[config.mk]
export PLATFORM = sky130hd
export DESIGN_NAME = integer_token_parser
export DESIGN_NICKNAME = d
export VERILOG_FILES = /design/src/hw/rtl/itp_pkg.sv /design/src/hw/rtl/integer_token_parser.sv /design/src/hw/rtl/itp_fifo.sv /design/src/hw/rtl/itp_front.sv /design/src/hw/rtl/itp_back.sv
export SDC_FILE = /design/constraint.sdc
export NUM_CORES = 1
export LEC_CHECK = 0
export BUFFER_PORTS_ARGS = -buffer_cell sky130_fd_sc_hd__buf_2
export CAP_MARGIN = 20
export CORE_MARGIN = 2
export CORE_UTILIZATION = 30
export DETAILED_ROUTE_END_ITERATION = 8
export GPL_TIMING_DRIVEN = 0
export PLACE_DENSITY = 0.49
export SYNTH_ARGS = -nofsm -noshare
export SYNTH_HDL_FRONTEND = slang
export SYNTH_SLANG_ARGS = --single-unit
export TNS_END_PERCENT = 20
[constraint.sdc]
create_clock -name clk -period 6 [get_ports clk]
set_clock_uncertainty 0.2 [all_clocks]
set_input_delay 1.2 -clock clk [delete_from_list [all_inputs] [get_ports clk]]
set_output_delay 1.2 -clock clk [all_outputs]
set_load 0.01 [all_outputs]
[src/hw/rtl/itp_pkg.sv]
// Types and constants of the integer token parser.
`default_nettype none
package itp_pkg;

  localparam logic [7:0] CH_NUL   = 8'h00;
  localparam logic [7:0] CH_SPACE = 8'h20;
  localparam logic [7:0] CH_PLUS  = 8'h2b;
  localparam logic [7:0] CH_MINUS = 8'h2d;
  localparam logic [7:0] CH_ZERO  = 8'h30;
  localparam logic [7:0] CH_NINE  = 8'h39;
  localparam logic [7:0] CH_UP_A  = 8'h41;
  localparam logic [7:0] CH_UP_F  = 8'h46;
  localparam logic [7:0] CH_LO_A  = 8'h61;
  localparam logic [7:0] CH_LO_F  = 8'h66;
  localparam logic [7:0] CH_LO_X  = 8'h78;

  localparam logic [3:0] MAX_DEC_DIGITS = 4'd9;
  localparam logic [3:0] MAX_HEX_DIGITS = 4'd8;
  localparam logic [3:0] COUNT_MAX      = 4'd15;

  // Character class as seen by the front part; mode independent.
  typedef struct packed {
    logic       dec_digit;
    logic       hex_digit;
    logic [3:0] dval;
    logic       sign;
    logic       minus;
    logic       lower_x;
    logic       zero_char;
    logic       nul;
    logic       space;
  } cls_t;

  typedef struct packed {
    logic [31:0] value;
    logic        valid_res;
    logic        ended_on_space;
  } res_t;

  typedef enum logic [1:0] {
    PH_START = 2'b01,
    PH_BODY  = 2'b10
  } phase_t;

endpackage
`default_nettype wire

[src/hw/rtl/integer_token_parser.sv]
// A character is classified on entry and reaches the back part through the character queue;
// a result enters the result queue when its ending character is taken and shows on the result ports from its head.
// Throughput: one character per cycle, set by the shift-add in the back part,
// as long as results are drained; the two queues absorb short stalls on either side.
// Reset (rst, synchronous): both queues empty, token state at start, stored mode cleared.
// A configuration transfer restarts the current token without giving a result.
`default_nettype none
module integer_token_parser #(
  parameter int unsigned CLS_DEPTH = 2,
  parameter int unsigned RES_DEPTH = 2
) (
  input  wire         clk,
  input  wire         rst,
  input  wire         push,
  output logic        full,
  input  wire  [7:0]  char_in,
  output logic        empty,
  input  wire         pop,
  output logic [31:0] value,
  output logic        valid_res,
  output logic        ended_on_space,
  input  wire         cfg_valid,
  output logic        cfg_ready,
  input  wire         hex_mode
);

  logic           mode;
  logic           cfg_write;
  itp_pkg::cls_t  cls_in;
  itp_pkg::cls_t  cls_head;
  logic           cls_empty;
  logic           cls_take;
  logic           res_full;
  logic           res_valid;
  itp_pkg::res_t  res_in;
  itp_pkg::res_t  res_head;

  assign cfg_ready = 1'b1;
  assign cfg_write = cfg_valid && cfg_ready;

  always_ff @(posedge clk) begin
    if (rst) begin
      mode <= 1'b0;
    end else if (cfg_write) begin
      mode <= hex_mode;
    end
  end

  itp_front u_front (
    .char_in (char_in),
    .cls     (cls_in)
  );

  itp_fifo #(
    .T     (itp_pkg::cls_t),
    .DEPTH (CLS_DEPTH)
  ) u_cls_q (
    .clk     (clk),
    .rst     (rst),
    .wr_en   (push),
    .wr_data (cls_in),
    .rd_en   (cls_take),
    .rd_data (cls_head),
    .full    (full),
    .empty   (cls_empty)
  );

  itp_back u_back (
    .clk       (clk),
    .rst       (rst),
    .hex_mode  (mode),
    .restart   (cfg_write),
    .in_valid  (!cls_empty),
    .cls       (cls_head),
    .out_room  (!res_full),
    .in_take   (cls_take),
    .res_valid (res_valid),
    .res       (res_in)
  );

  itp_fifo #(
    .T     (itp_pkg::res_t),
    .DEPTH (RES_DEPTH)
  ) u_res_q (
    .clk     (clk),
    .rst     (rst),
    .wr_en   (res_valid),
    .wr_data (res_in),
    .rd_en   (pop),
    .rd_data (res_head),
    .full    (res_full),
    .empty   (empty)
  );

  assign value          = res_head.value;
  assign valid_res      = res_head.valid_res;
  assign ended_on_space = res_head.ended_on_space;

endmodule
`default_nettype wire

[src/hw/rtl/itp_fifo.sv]
// Small first-in first-out queue in flip-flops.
`default_nettype none
module itp_fifo #(
  parameter type T = logic,
  parameter int unsigned DEPTH = 2
) (
  input  wire  clk,
  input  wire  rst,
  input  wire  wr_en,
  input  T     wr_data,
  input  wire  rd_en,
  output T     rd_data,
  output logic full,
  output logic empty
);

  localparam int unsigned PW = (DEPTH > 1) ? $clog2(DEPTH) : 1;
  localparam int unsigned CW = $clog2(DEPTH + 1);
  localparam logic [PW-1:0] LAST = PW'(DEPTH - 1);
  localparam logic [CW-1:0] FULL_COUNT = CW'(DEPTH);

  T              mem [DEPTH];
  logic [PW-1:0] wr_ptr;
  logic [PW-1:0] rd_ptr;
  logic [CW-1:0] count;

  logic do_wr;
  logic do_rd;

  assign do_wr   = wr_en && !full;
  assign do_rd   = rd_en && !empty;
  assign full    = (count == FULL_COUNT);
  assign empty   = (count == '0);
  assign rd_data = mem[rd_ptr];

  always_ff @(posedge clk) begin
    if (do_wr) begin
      mem[wr_ptr] <= wr_data;
    end
  end

  always_ff @(posedge clk) begin
    if (rst) begin
      wr_ptr <= '0;
      rd_ptr <= '0;
      count  <= '0;
    end else begin
      if (do_wr) begin
        wr_ptr <= (wr_ptr == LAST) ? '0 : wr_ptr + PW'(1);
      end
      if (do_rd) begin
        rd_ptr <= (rd_ptr == LAST) ? '0 : rd_ptr + PW'(1);
      end
      if (do_wr && !do_rd) begin
        count <= count + CW'(1);
      end else if (do_rd && !do_wr) begin
        count <= count - CW'(1);
      end
    end
  end

endmodule
`default_nettype wire

[src/hw/rtl/itp_front.sv]
// Front part: classifies each incoming character.
`default_nettype none
module itp_front (
  input  wire  [7:0]      char_in,
  output itp_pkg::cls_t   cls
);

  logic is_dec;
  logic is_up;
  logic is_lo;

  always_comb begin
    is_dec = (char_in >= itp_pkg::CH_ZERO) && (char_in <= itp_pkg::CH_NINE);
    is_up  = (char_in >= itp_pkg::CH_UP_A) && (char_in <= itp_pkg::CH_UP_F);
    is_lo  = (char_in >= itp_pkg::CH_LO_A) && (char_in <= itp_pkg::CH_LO_F);

    cls.dec_digit = is_dec;
    cls.hex_digit = is_dec || is_up || is_lo;
    // Letters A-F and a-f have low nibbles 1 to 6, so adding nine gives 10 to 15.
    cls.dval      = is_dec ? char_in[3:0] : (char_in[3:0] + 4'd9);
    cls.sign      = (char_in == itp_pkg::CH_PLUS) || (char_in == itp_pkg::CH_MINUS);
    cls.minus     = (char_in == itp_pkg::CH_MINUS);
    cls.lower_x   = (char_in == itp_pkg::CH_LO_X);
    cls.zero_char = (char_in == itp_pkg::CH_ZERO);
    cls.nul       = (char_in == itp_pkg::CH_NUL);
    cls.space     = (char_in == itp_pkg::CH_SPACE);
  end

endmodule
`default_nettype wire

[src/hw/rtl/itp_back.sv]
// Back part: token state, digit accumulation and result forming.
`default_nettype none
module itp_back (
  input  wire            clk,
  input  wire            rst,
  input  wire            hex_mode,
  input  wire            restart,
  input  wire            in_valid,
  input  itp_pkg::cls_t  cls,
  input  wire            out_room,
  output logic           in_take,
  output logic           res_valid,
  output itp_pkg::res_t  res
);

  itp_pkg::phase_t phase, phase_next;
  logic [31:0] acc, acc_next;
  logic [3:0]  count, count_next;
  logic        negative, negative_next;
  logic        first_zero, first_zero_next;

  logic [31:0] acc_dec;
  logic [31:0] acc_hex;
  logic [3:0]  count_inc;
  logic [3:0]  limit;
  logic        ok;
  logic        ending;
  logic [31:0] signed_val;

  assign in_take = in_valid && out_room;

  always_comb begin
    acc_dec    = (acc << 3) + (acc << 1) + {28'd0, cls.dval};
    acc_hex    = {acc[27:0], cls.dval};
    count_inc  = (count == itp_pkg::COUNT_MAX) ? count : count + 4'd1;
    limit      = hex_mode ? itp_pkg::MAX_HEX_DIGITS : itp_pkg::MAX_DEC_DIGITS;
    signed_val = negative ? (32'd0 - acc) : acc;

    phase_next      = phase;
    acc_next        = acc;
    count_next      = count;
    negative_next   = negative;
    first_zero_next = first_zero;
    ending          = 1'b0;

    if (!hex_mode) begin
      if ((phase == itp_pkg::PH_START) && cls.sign) begin
        negative_next = cls.minus;
        phase_next    = itp_pkg::PH_BODY;
      end else if (cls.dec_digit) begin
        acc_next   = acc_dec;
        count_next = count_inc;
        phase_next = itp_pkg::PH_BODY;
      end else begin
        ending = 1'b1;
      end
    end else begin
      if (first_zero && cls.lower_x) begin
        // The leading zero was a prefix after all; drop it.
        acc_next        = '0;
        count_next      = '0;
        first_zero_next = 1'b0;
        phase_next      = itp_pkg::PH_BODY;
      end else if (cls.hex_digit) begin
        first_zero_next = (phase == itp_pkg::PH_START) && cls.zero_char;
        acc_next        = acc_hex;
        count_next      = count_inc;
        phase_next      = itp_pkg::PH_BODY;
      end else begin
        ending = 1'b1;
      end
    end

    ok = (count != 4'd0) && (count <= limit) && (cls.nul || cls.space);
    res.value          = ok ? signed_val : 32'd0;
    res.valid_res      = ok;
    res.ended_on_space = cls.space;
    res_valid          = in_take && ending;

    if (ending) begin
      phase_next      = itp_pkg::PH_START;
      acc_next        = '0;
      count_next      = '0;
      negative_next   = 1'b0;
      first_zero_next = 1'b0;
    end
  end

  always_ff @(posedge clk) begin
    if (rst || restart) begin
      phase      <= itp_pkg::PH_START;
      acc        <= '0;
      count      <= '0;
      negative   <= 1'b0;
      first_zero <= 1'b0;
    end else if (in_take) begin
      phase      <= phase_next;
      acc        <= acc_next;
      count      <= count_next;
      negative   <= negative_next;
      first_zero <= first_zero_next;
    end
  end

endmodule
`default_nettype wire

### Word-level counts from Yosys, hierarchy flattened

Memory sizes are Yosys's and may differ from the RTL's. A register that Yosys moved wholly into a read port is not among the register bits.
Index checks and enable logic that the tools add are counted.
Widths: inputs -> output; s select.

* register bits after elaboration: 49
* bits in writable memories: 92
* word-level logic and storage cells: 143
* input bits: 14
* output and inout bits: 37
* memories kept: 2

Memory list
* u_res_q.mem: words 2, bits a word 34, rd ports 1, clocked after Yosys merged registers in 1, wr ports 1, RTL line itp_fifo.sv:22 `T mem [DEPTH];`
* u_cls_q.mem: words 2, bits a word 12, rd ports 1, clocked after Yosys merged registers in 1, wr ports 1, RTL line itp_fifo.sv:22

* add/subtract/negate cells: 13
* mux-type cells: 51
* equal/unequal tests: 12
* $lt $le $gt $ge: 7
* reductions and logical operators: 46

Operator list (number)
* $mux 32: 8
* $add 32x32->32: 1
* $add 32x4->32: 1
* $eq 8x6->1 const B: 4
* $mux 4: 8
* $sub 1x32->32 const A: 1
* $mux 1: 25
* $mux 2: 10
* $logic_and 1x1->1: 18
* $ge 8x7->1 const B: 2
* $le 8x7->1 const B: 2
* $reduce_and 3->1: 3
* $eq 8x7->1 const B: 1
* $ge 8x6->1 const B: 1
* $le 8x6->1 const B: 1
* $logic_not 1->1: 8
* $logic_not 8->1: 1
* $reduce_bool 2->1: 4
* $reduce_bool 4->1: 2
* $reduce_bool 3->1: 2
* $logic_or 1x1->1: 5
* $add 1x1->1 const B: 4
* $add 2x1->2 const B: 2
* $add 4x1->4 const B: 1
* other kinds (11): 14

### Depth between registers and ports, before layout

Gate-level depths: netlist of run 1.

* depth in word-level cells: 10
* mapped depth: 12
* mapped depth without buffers: 11

### Modules after synthesis

Synthesis of run 1 repeated with hierarchy kept, for this count alone.

* cell total of the unflattened synthesis: 866
* area total of the unflattened synthesis: 8758.4 µm²

By module, submodules not included
* itp_back: seq. area each 800.8 µm², area an instance 4672.0 µm², cells an instance 629, instances 1
* itp_fifo at u_res_q: seq. area each 2142.1 µm², area an instance 2667.6 µm², cells an instance 131, instances 1
* itp_fifo at u_cls_q: seq. area each 820.8 µm², area an instance 1078.5 µm², cells an instance 62, instances 1
* itp_front: seq. area each 0.0 µm², area an instance 287.8 µm², cells an instance 37, instances 1
* integer_token_parser: seq. area each 20.0 µm², area an instance 52.6 µm², cells an instance 7, instances 1

### Worst setup path before layout of run 1

No wires, ideal clock.

* path kind: register to register
* start point: register (tool-made name)
* end point: register u_back.acc[20]
* buffers on the path: 1
* library setup time: 0.130 ns
* stages on the path, launching flop included: 13
* period minus slack after synthesis: 3.844 ns
* arrival: 3.514 ns
* setup slack: 2.156 ns
* data required time: 5.670 ns
* cells stage by stage: dfxtp_1 -> buf_1 -> mux2_2 -> ha_1 -> ha_1 -> fa_1 -> a21o_1 -> a221oi_1 -> o311a_1 -> o21ai_0 -> a21boi_0 -> xor2_1 -> o21ai_0

RTL lines
* to (signal assigned): RTL line itp_back.sv:98 `acc <= acc_next;`
* to (decl): RTL line itp_back.sv:17 `logic [31:0] acc, acc_next;`

==> results by stage, run 1 <==
Status:
- The run finished with clean final reports.

Critical path:
- The slowest library cell on the worst path is sky130_fd_sc_hd__buf_1.
- The arrival time at the worst endpoint is 4510 ps.
- The worst setup path is launched from a flop.
- The critical path goes through buf_1 -> mux2_2 -> ha_1 -> ha_1 -> fa_1 -> a21o_1 -> a221oi_1 -> o311a_1 -> o21ai_0 -> a21oi_1 -> xor2_1 -> o22ai_1.
- The worst setup path is captured at a flop.
- Among the stages of the critical path, the cell type that occurs most often is sky130_fd_sc_hd__ha_1.
- For this run, the slowest stage of the critical path takes 500 ps.
- The worst setup path is of the reg2reg kind.
- For the worst setup path, the data required time is 6070 ps.
- In this design, the largest share of critical-path delay is due to compound AO/OA/AOI/OAI gates.
- Together, buffers and inverters on the worst path number 1.
- The peak fanout along the critical path is 10.

Cells and area:
- After routing the design area is 0.009889 mm2.
- Registers take 0.003784 mm2.
- The antenna diode count is 0.
- Summing all multi-input logic gate instances after layout gives 0.004562 mm2.
- In the layout the commonest cells are 92 x sky130_fd_sc_hd__edfxtp_1, 91 x sky130_fd_sc_hd__nor2_1, 67 x sky130_fd_sc_hd__ha_1.
- The number of nets in the finished design is 994.
- The library cell used most frequently in the layout, excluding fill and tap cells, is sky130_fd_sc_hd__edfxtp_1.
- The proportion of layout cells with a drive suffix above 1 is 0.1484.
- The signed area change from the synthesized netlist to the final layout is 15.49%.
- The number of fillers in the final layout is 2872.

Synthesis:
- Each instance of the synthesized netlist takes up on average 10.18 um2.
- The cell count after synthesis is 841.
- The library cell occupying the most area in the post-synthesis netlist is sky130_fd_sc_hd__edfxtp_1.
- The total nets after synthesis is 924.
- The sequential share of the synthesized area is 0.4418.
- The proportion of register bits with asynchronous set or reset after synthesis is 0.
- The count of warnings emitted by yosys is 0.
- In this run the cell area of the synthesized design comes to 0.008563 mm2.
- The number of distinct library cells after synthesis is 70.
- Sorting the synthesized cells by area gives the leading types as sky130_fd_sc_hd__edfxtp_1 32%, sky130_fd_sc_hd__dfxtp_1 12%, sky130_fd_sc_hd__ha_1 9.8%, sky130_fd_sc_hd__mux2_2 5.1%, sky130_fd_sc_hd__xor2_1 4.7%.
- The most used flip-flop cell after synthesis is sky130_fd_sc_hd__edfxtp_1.
- The number of synthesized flops with an enable pin is 92.
- Synthesis inferred 143 register bits.
- The share of synthesized area in the top cell type comes to 0.3226.

Route:
- The final routed wirelength across all metal layers is 21.64 mm.
- The residual antenna-violating net count after detailed routing is 0.
- For this block, the via count after detailed routing is 6538.
- The number of search-and-repair iterations in the first detailed-routing pass is 7.
- In the final routed layout, each cell accounts on average for 16.63 um.
- After detailed routing, the number of remaining DRC violations is 0.
- After detailed routing, the number of vias per cell comes to 5.025.
- The first-iteration detailed-routing DRC count is 344.

Worst hold path:
- The min-delay analysis places its worst path in the category reg2reg.
- In this run the most critical hold path is launched from u_back.phase[0]$_SDFFE_PP1P_.

STA:
- In the final timing run, aggregate negative setup slack is 0 ps.
- The final-report setup violation count is 0.
- For the pin with the worst max-slew slack, the measured transition is 1107 ps.
- Based on the critical path, the design can be clocked at up to 225.5 MHz.
- The hold violation count in the final report is 0.
- Headroom to the max-slew limit came out at 0.2502.
- Setup repair after global routing left no endpoint under its margin.
- The final critical delay including setup and external delays is 4435 ps.
- The final-report max-slew violation count is 0.
- The final worst-path cycle share is 0.7391.

Flow run:
- Across the run, the number of max-cap violations was 0.

GRT:
- The remaining global-route overflow is 0.
- The number of global-route vias before repair is 6345.
- The pin count of the biggest net entering global routing is 32.
- The number of antenna violations at the first check in global routing is 0.
- The total routing resource utilization after global routing is 0.1480.
- The first global-routing pass estimated 35.08 mm of wire.

Floorplan:
- The floorplan step defined a core boundary enclosing 0.02793 mm2.
- The top-level I/O count is 51.
- The placement row count is 61.
- The die outline area is 0.02991 mm2.
- The starting density of the core is 0.3065.
- The width of the chip is 173.0 um.
- From bottom edge to top edge, the die measures 173.0 um.

Clock network:
- After clock tree synthesis, the flow added hold-fix buffers numbering 0.
- In this run the post-CTS setup repair buffer count came out at 0.
- The maximum clock path buffer count is 2.
- The total CTS buffers is 17.
- For the worst-skew pair, the clock arrives at the later sink with an insertion delay of 420 ps.
- The tree is rooted in a sky130_fd_sc_hd__clkbuf_16.
- The post-cts repair resize count is 0.
- After clock tree synthesis, the clock-pin slew on the worst setup and hold paths is 60 ps.
- The number of H-tree branching levels is 4.
- Clock tree synthesis found a total of 143 sinks.
- TritonCTS built the clock tree.

Place:
- The routability congestion estimate from global placement is 0.8865.
- The count of buffers inserted at the top-level ports is 49.
- Once detailed placement completed, the half-perimeter wirelength came to 15.99 mm.
- Summing all placed instances gives a cell area of 0.009330 mm2.

Pwr:
- The analysis attributes to cell leakage a power of 3.815 nW.
- Across the VDD grid, the largest voltage drop is 0.2236 mV.
- In this run the power density over the cells is 340.7 mW/mm2.
[area by class of cell]
type                       instances  share of cell area
multi-input combinational        639              0.4613
sequential                       143              0.3826
tap                              378             0.04782
clock buffer                      17             0.04302
timing repair buffer              51             0.02885
buffer                            37             0.01455
clock inverter                    14             0.01354
inverter                          22            0.008350
[synth_stat cells, types with 3 or more instances]
cell type and instances:
sky130_fd_sc_hd__edfxtp_1 92, sky130_fd_sc_hd__nor2_1 92, sky130_fd_sc_hd__ha_1 67, sky130_fd_sc_hd__nand2_1 56, sky130_fd_sc_hd__a21oi_1 55, sky130_fd_sc_hd__dfxtp_1 51
sky130_fd_sc_hd__o21ai_0 46, sky130_fd_sc_hd__xor2_1 46, sky130_fd_sc_hd__mux2_2 39, sky130_fd_sc_hd__clkbuf_1 31, sky130_fd_sc_hd__inv_1 21, sky130_fd_sc_hd__xnor2_1 18
sky130_fd_sc_hd__nand3_1 16, sky130_fd_sc_hd__nor3_1 16, sky130_fd_sc_hd__nand4_1 14, sky130_fd_sc_hd__a21o_1 13, sky130_fd_sc_hd__a22oi_1 12, sky130_fd_sc_hd__and3_1 9
sky130_fd_sc_hd__mux2i_1 9, sky130_fd_sc_hd__nand2b_1 9, sky130_fd_sc_hd__or3_1 9, sky130_fd_sc_hd__a211oi_1 7, sky130_fd_sc_hd__a31oi_1 7, sky130_fd_sc_hd__o31ai_1 7
sky130_fd_sc_hd__a22o_1 6, sky130_fd_sc_hd__nor2b_1 6, sky130_fd_sc_hd__or4_1 6, sky130_fd_sc_hd__o211ai_1 5, sky130_fd_sc_hd__o22ai_1 5, sky130_fd_sc_hd__a221oi_1 4
sky130_fd_sc_hd__and2_1 4, sky130_fd_sc_hd__buf_1 4, sky130_fd_sc_hd__o21bai_1 4, sky130_fd_sc_hd__o41ai_1 4, sky130_fd_sc_hd__a21boi_0 3, sky130_fd_sc_hd__o21a_1 3
sky130_fd_sc_hd__or4_4 3
[routing by layer]
layer  share of wire  track usage  vias up  wire [um]
met5               0            0        -          0
met4          0.0059      0.02895        0        127
met3           0.037      0.02595        9        805
met2            0.45       0.2337      131       9800
met1            0.50       0.2129     3121      10900
li1                -            -     3277          -
[state kept, by name, indices dropped and copies added, names as in the netlist, named ones only]
signal and flops:
u_res_q.mem 68, u_back.acc 32, u_cls_q.mem 24, u_back.count 4
u_back.phase 2, u_cls_q.count 2, u_res_q.count 2, mode 1
u_back.first_zero 1, u_back.negative 1, u_cls_q.rd_ptr 1, u_cls_q.wr_ptr 1
u_res_q.rd_ptr 1, u_res_q.wr_ptr 1
[per-stage QoR]
| step | util | setup WS (ps) | hold WS (ps) | total power [mW] | std cells |
|---|---|---|---|---|---|
| 2_1_floorplan | - | 2156 | 227.0 | 2.016 | 841 |
| 3_3_place_gp | 0.3323 | 453.7 | 238.5 | 2.364 | 1268 |
| 3_5_place_dp | 0.3340 | 1511 | 245.4 | 2.382 | 1270 |
| 4_1_cts | 0.3540 | 1483 | 259.5 | 3.402 | 1301 |
| 5_1_grt | 0.3540 | 1256 | 285.8 | 3.569 | 1301 |
| 6_report | 0.3540 | 1565 | 254.0 | 3.369 | 1301 |
[kinds of logic after synthesis]
family | after synthesis | share of synthesized area
simple gates | 253 | 0.1432
compound gates | 203 | 0.1556
flops | 143 | 0.4418
fa+ha+maj | 69 | 0.1026
xor+xnor | 64 | 0.06546
buf+inv | 59 | 0.02645
mux | 49 | 0.06444
other cells | 1 | 0.0004379
[path summary, 6_finish.rpt]
check | endpoint | slack [ps] | cells past startpoint
worst min register to register | u_back.phase[0]$_SDFFE_PP1P_ | 250 | 1
worst max register to register | u_back.acc[24]$_SDFFE_PP0P_ | 1570 | 12
worst min-delay path | u_back.phase[0]$_SDFFE_PP1P_ | 250 | 1
worst max-delay path | u_back.acc[24]$_SDFFE_PP0P_ | 1570 | 12
[power breakdown]
group          internal [mW]  switching [mW]
Combinational          0.404           0.643
Sequential              1.23          0.0776
Clock                  0.576           0.441
Total                   2.21            1.16
No activity file was read; power rests on OpenSTA's default activity.
==> run 2, diff against run 1 <==
--- a/config.mk
+++ b/config.mk
@@ -5,13 +5,14 @@
 export SDC_FILE = /design/constraint.sdc
 export NUM_CORES = 1
 export LEC_CHECK = 0
+export ABC_AREA = 1
 export BUFFER_PORTS_ARGS = -buffer_cell sky130_fd_sc_hd__buf_2
 export CAP_MARGIN = 20
 export CORE_MARGIN = 2
 export CORE_UTILIZATION = 30
 export DETAILED_ROUTE_END_ITERATION = 8
 export GPL_TIMING_DRIVEN = 0
-export PLACE_DENSITY = 0.49
+export PLACE_DENSITY = 0.51
 export SYNTH_ARGS = -nofsm -noshare
 export SYNTH_HDL_FRONTEND = slang
 export SYNTH_SLANG_ARGS = --single-unit
==> constraint.sdc (replaced) <==
create_clock -name clk -period 4 [get_ports clk]
set_clock_uncertainty 0.2 [all_clocks]
set_input_delay 0.8 -clock clk [delete_from_list [all_inputs] [get_ports clk]]
set_output_delay 0.8 -clock clk [all_outputs]
set_load 0.01 [all_outputs]
==> run 2 against run 1 <==
Net effect: first-iteration DRC count rose by 45%; combinational power up 70%; die area increased by 11%; sequential share of layout area shrank 3.6 points; global-route usage is 0.56 points higher; flip-flop and latch count did not move; largest cell class unchanged.
==> results by stage, run 2 <==
Synthesis:
- Yosys attributes the largest share of cell area to sky130_fd_sc_hd__edfxtp_1 29%, sky130_fd_sc_hd__nand2_1 13%, sky130_fd_sc_hd__dfxtp_1 11%, sky130_fd_sc_hd__ha_1 8.8%, sky130_fd_sc_hd__inv_1 6.2%.
- The library cell occupying the most area in the post-synthesis netlist is sky130_fd_sc_hd__edfxtp_1.
- The cell count after synthesis was 1222 (+45%).
- The combined area of all synthesized cells is 0.009493 mm2 (+11%).
- Ranked by instance count, the synthesized netlist is headed by 321 x sky130_fd_sc_hd__nand2_1, 157 x sky130_fd_sc_hd__inv_1, 118 x sky130_fd_sc_hd__nor2_1.
- The number of synthesized flops with an enable pin is 92 (unchanged).
- The most used flip-flop cell after synthesis is sky130_fd_sc_hd__edfxtp_1.
- The number of distinct library cells after synthesis is 54 (-23%).
- The count of warnings emitted by yosys came to 0 (unchanged).
- Yosys instantiated no cell more often than sky130_fd_sc_hd__nand2_1.
- The number of register bits inferred by synthesis was 143 (unchanged).
- The total nets after synthesis came to 1305 (+41%).
- The proportion of register bits with asynchronous set or reset after synthesis is 0 (unchanged).
- The sequential share of the synthesized area is 0.3986 (-0.04327).
- The share of the synthesized area in the top cell type was 0.2910 (-0.03159).
- The mean post-synth cell area was 7.768 um2 (-24%).

Floorplan:
- The area of the core region is 0.03139 mm2 (+12%).
- The die height was 181.9 um (+5.2%).
- The top-level I/O count is 51 (unchanged).
- The starting density of the core is 0.3024 (-0.004157).
- The placement row count is 65 (+6.6%).
- The die outline area came to 0.03308 mm2 (+11%).
- The width of the chip was 181.9 um (+5.2%).

Status:
- The run finished with clean final reports.

Clock network:
- The post-cts repair resize count is 0 (unchanged).
- The root buffer cell chosen for the clock tree is sky130_fd_sc_hd__clkbuf_16.
- The number of H-tree branching levels is 4 (unchanged).
- The number of hold buffers added after cts is 0 (unchanged).
- The maximum clock path buffer count is 2 (unchanged).
- The source-to-sink clock delay at the later pin of the worst-skew pair was 420 ps (about the same).
- The TritonCTS sink count is 143 (unchanged).
- The buffer count from post-CTS setup fixing is 0 (unchanged).
- The total CTS buffers is 17 (unchanged).
- The register clock-pin slew on the reported worst setup and hold paths is 60 ps (about the same).
- TritonCTS built the clock tree.

Route:
- The DRC violation count after routing came to 0 (unchanged).
- The number of vias after detailed routing was 8142 (+25%).
- The number of search-and-repair iterations in the first detailed-routing pass is 5 (-2).
- The first-iteration detailed-routing DRC count is 500 (+45%).
- The mean number of vias per cell is 4.770 (-5.1%).
- The routed length per placed instance is 14.48 um (-13%).
- The residual antenna-violating net count after detailed routing is 0 (unchanged).
- The final routed wirelength across all metal layers is 24.71 mm (+14%).

STA:
- Setup repair after global routing left no endpoint under its margin.
- The hold violation count in the final report was 0 (unchanged).
- The final-report max-slew violation count is 0 (unchanged).
- The final-report setup violation count is 0 (unchanged).
- The final critical delay including setup and external delays came to 3532 ps (-903.1 ps).
- The final worst-path cycle share came to 0.8829 (+0.1438).
- The worst setup margin is 468.2 ps (-1097 ps).
- The maximum operating frequency came to 283.1 MHz (+26%).
- The slew at the pin closest to its max-slew limit is 981.1 ps (-126.1 ps).
- The normalized max-slew margin is 0.3435 (+0.09330).
- The aggregate negative setup slack is 0 ps (unchanged).

GRT:
- The number of antenna violations at the first check in global routing is 0 (unchanged).
- The global-route wire length before repair came to 40.10 mm (+14%).
- The remaining global-route overflow is 0 (unchanged).
- The pin count of the biggest net entering global routing is 31 (-3.1%).
- The number of global-route vias before repair is 7884 (+24%).
- The total routing resource utilization after global routing is 0.1536 (+0.005636).

Cells and area:
- The library cell used most frequently in the layout, excluding fill and tap cells, is sky130_fd_sc_hd__nand2_1.
- The antenna diode count is 0 (unchanged).
- The top cell types in the final layout, fill and taps aside, are 321 x sky130_fd_sc_hd__nand2_1, 157 x sky130_fd_sc_hd__inv_1, 116 x sky130_fd_sc_hd__nor2_1.
- The proportion of layout cells with a drive suffix above 1 is 0.1295 (-0.01893).
- In the final layout, the registers with the most flip-flops are u_res_q.mem: 68 flops, u_back.acc: 32 flops, u_cls_q.mem: 24 flops.
- The filler-free cell count of the finished design is 1707 (+31%).
- The design area is 0.01091 mm2 (+10%).
- The number of nets in the finished design is 1376 (+38%).
- The signed area change from the synthesized netlist to the final layout is 14.89%.
- The register with the most flip-flops is u_res_q.mem.
- The number of flip-flops under the largest register name is 68 (unchanged).

Critical path:
- The data required time at the worst endpoint is 4160 ps (-1910 ps).
- The critical path endpoint category is a flop.
- The worst reg-to-reg setup slack is 470 ps (-1100 ps).
- By startpoint and endpoint, the worst setup path is classified as reg2reg.
- The startpoint type of the worst setup path is a flop.
- The peak fanout along the critical path is 9 (-1).
- The arrival time at the worst endpoint is 3690 ps (-820 ps).

Pwr:
- The areal power density over the cells was 493.1 mW/mm2 (+45%).
- The largest vdd supply drop came to 0.3747 mV (+68%).
- The leakage dissipation is 4.845 nW (+27%).

Worst hold path:
- The kind of path behind the tightest hold check is reg2reg.

Place:
- The pre-CTS setup slack is 379.9 ps (-1131 ps).
- The count of buffers inserted at the top-level ports is 49 (unchanged).
- The detailed placer's ending HPWL is 19.50 mm (+22%).
- The post-detailed-placement cell area is 0.01030 mm2 (+10%).
- The routability congestion estimate from global placement is 0.8740 (-1.4%).
- The number of cells in the design after placement is 1675 (+32%).

Flow run:
- The number of maximum-capacitance violations was 0 (unchanged).
-- run 2: changes by cell type in the layout (fill, tap and decap cells not counted), moves of 14 or more --
cell	delta
sky130_fd_sc_hd__a21oi_1	+44
sky130_fd_sc_hd__xnor2_1	-15
sky130_fd_sc_hd__nand3_1	+62
sky130_fd_sc_hd__a21oi_2	+17
sky130_fd_sc_hd__inv_1	+136
sky130_fd_sc_hd__nor2_1	+25
sky130_fd_sc_hd__xor2_1	-37
sky130_fd_sc_hd__clkbuf_1	-14
sky130_fd_sc_hd__nand2_1	+265
-- run 2: path summary, 6_finish.rpt --
check                              start                           to  cells past startpoint
max                                 flop  u_back.acc[14]$_SDFFE_PP0P_                     16
min          u_cls_q.rd_ptr$_SDFFE_PP0P_  u_cls_q.rd_ptr$_SDFFE_PP0P_                      1
min reg2reg  u_cls_q.rd_ptr$_SDFFE_PP0P_  u_cls_q.rd_ptr$_SDFFE_PP0P_                      1
max reg2reg                         flop  u_back.acc[14]$_SDFFE_PP0P_                     16
-- run 2: where the power goes --
group	internal (mW)	switching, mW	total, mW
Clock	1.04	0.600	1.64
Combinational	0.667	1.13	1.79
Sequential	1.85	0.101	1.95
Total	3.55	1.83	5.38
-- run 2: kinds of logic after synthesis --
| family | Yosys count | synth area share |
|---|---|---|
| muxes | 36 | 0.04244 |
| AOI/OAI and AO/OA | 202 | 0.1240 |
| and+or+nand+nor | 568 | 0.2510 |
| xor gates and xnor gates | 12 | 0.01107 |
| other | 1 | 0.0003950 |
| buffers and inverters | 191 | 0.08001 |
| DFF | 143 | 0.3986 |
| adders and majority gates | 69 | 0.09253 |
-- run 2: per-layer routing --
| metal | GRT usage | up-vias | wire [um] |
|---|---|---|---|
| li1 | - | 4212 | - |
| met1 | 0.1967 | 3749 | 11670 |
| met2 | 0.2699 | 155 | 11880 |
| met3 | 0.02647 | 26 | 858 |
| met4 | 0.03581 | 0 | 310 |
| met5 | 0 | - | 0 |
-- run 2: critical path: stages (launching register included) --
cell and delay [ps]:
sky130_fd_sc_hd__dfxtp_1 420, sky130_fd_sc_hd__inv_2 120, sky130_fd_sc_hd__or2_2 280, sky130_fd_sc_hd__o21ai_0 100, sky130_fd_sc_hd__inv_1 70, sky130_fd_sc_hd__ha_1 190
sky130_fd_sc_hd__ha_1 240, sky130_fd_sc_hd__fa_1 470, sky130_fd_sc_hd__nand3_1 120, sky130_fd_sc_hd__nand3_1 200, sky130_fd_sc_hd__nand3_1 130, sky130_fd_sc_hd__nand3_1 190
sky130_fd_sc_hd__nand2_1 110, sky130_fd_sc_hd__inv_1 40, sky130_fd_sc_hd__o21ai_0 350, sky130_fd_sc_hd__nand2_1 130, sky130_fd_sc_hd__a21oi_2 120
-- run 2: metrics by stage --
step | power, mW | hold slack [ps] | util
after floorplan | 3.217 | 225.5 | -
after global placement | 3.742 | 233.5 | 0.3262
after detailed placement | 3.791 | 246.8 | 0.3280
after CTS | 5.443 | 260.0 | 0.3472
after global routing | 5.724 | 276.8 | 0.3474
final | 5.378 | 260.8 | 0.3474
-- run 2: cell type report --
cell class / count / area (um2)
Sequential cell: 143 / 3784
Inverter: 163 / 611.8
Timing Repair Buffer: 52 / 292.8
Multi-Input combinational cell: 888 / 4965
Fill cell: 3348 / 20490
Buffer: 28 / 147.6
Clock buffer: 20 / 436.7
Tap cell: 402 / 503.0
Clock inverter: 11 / 166.4
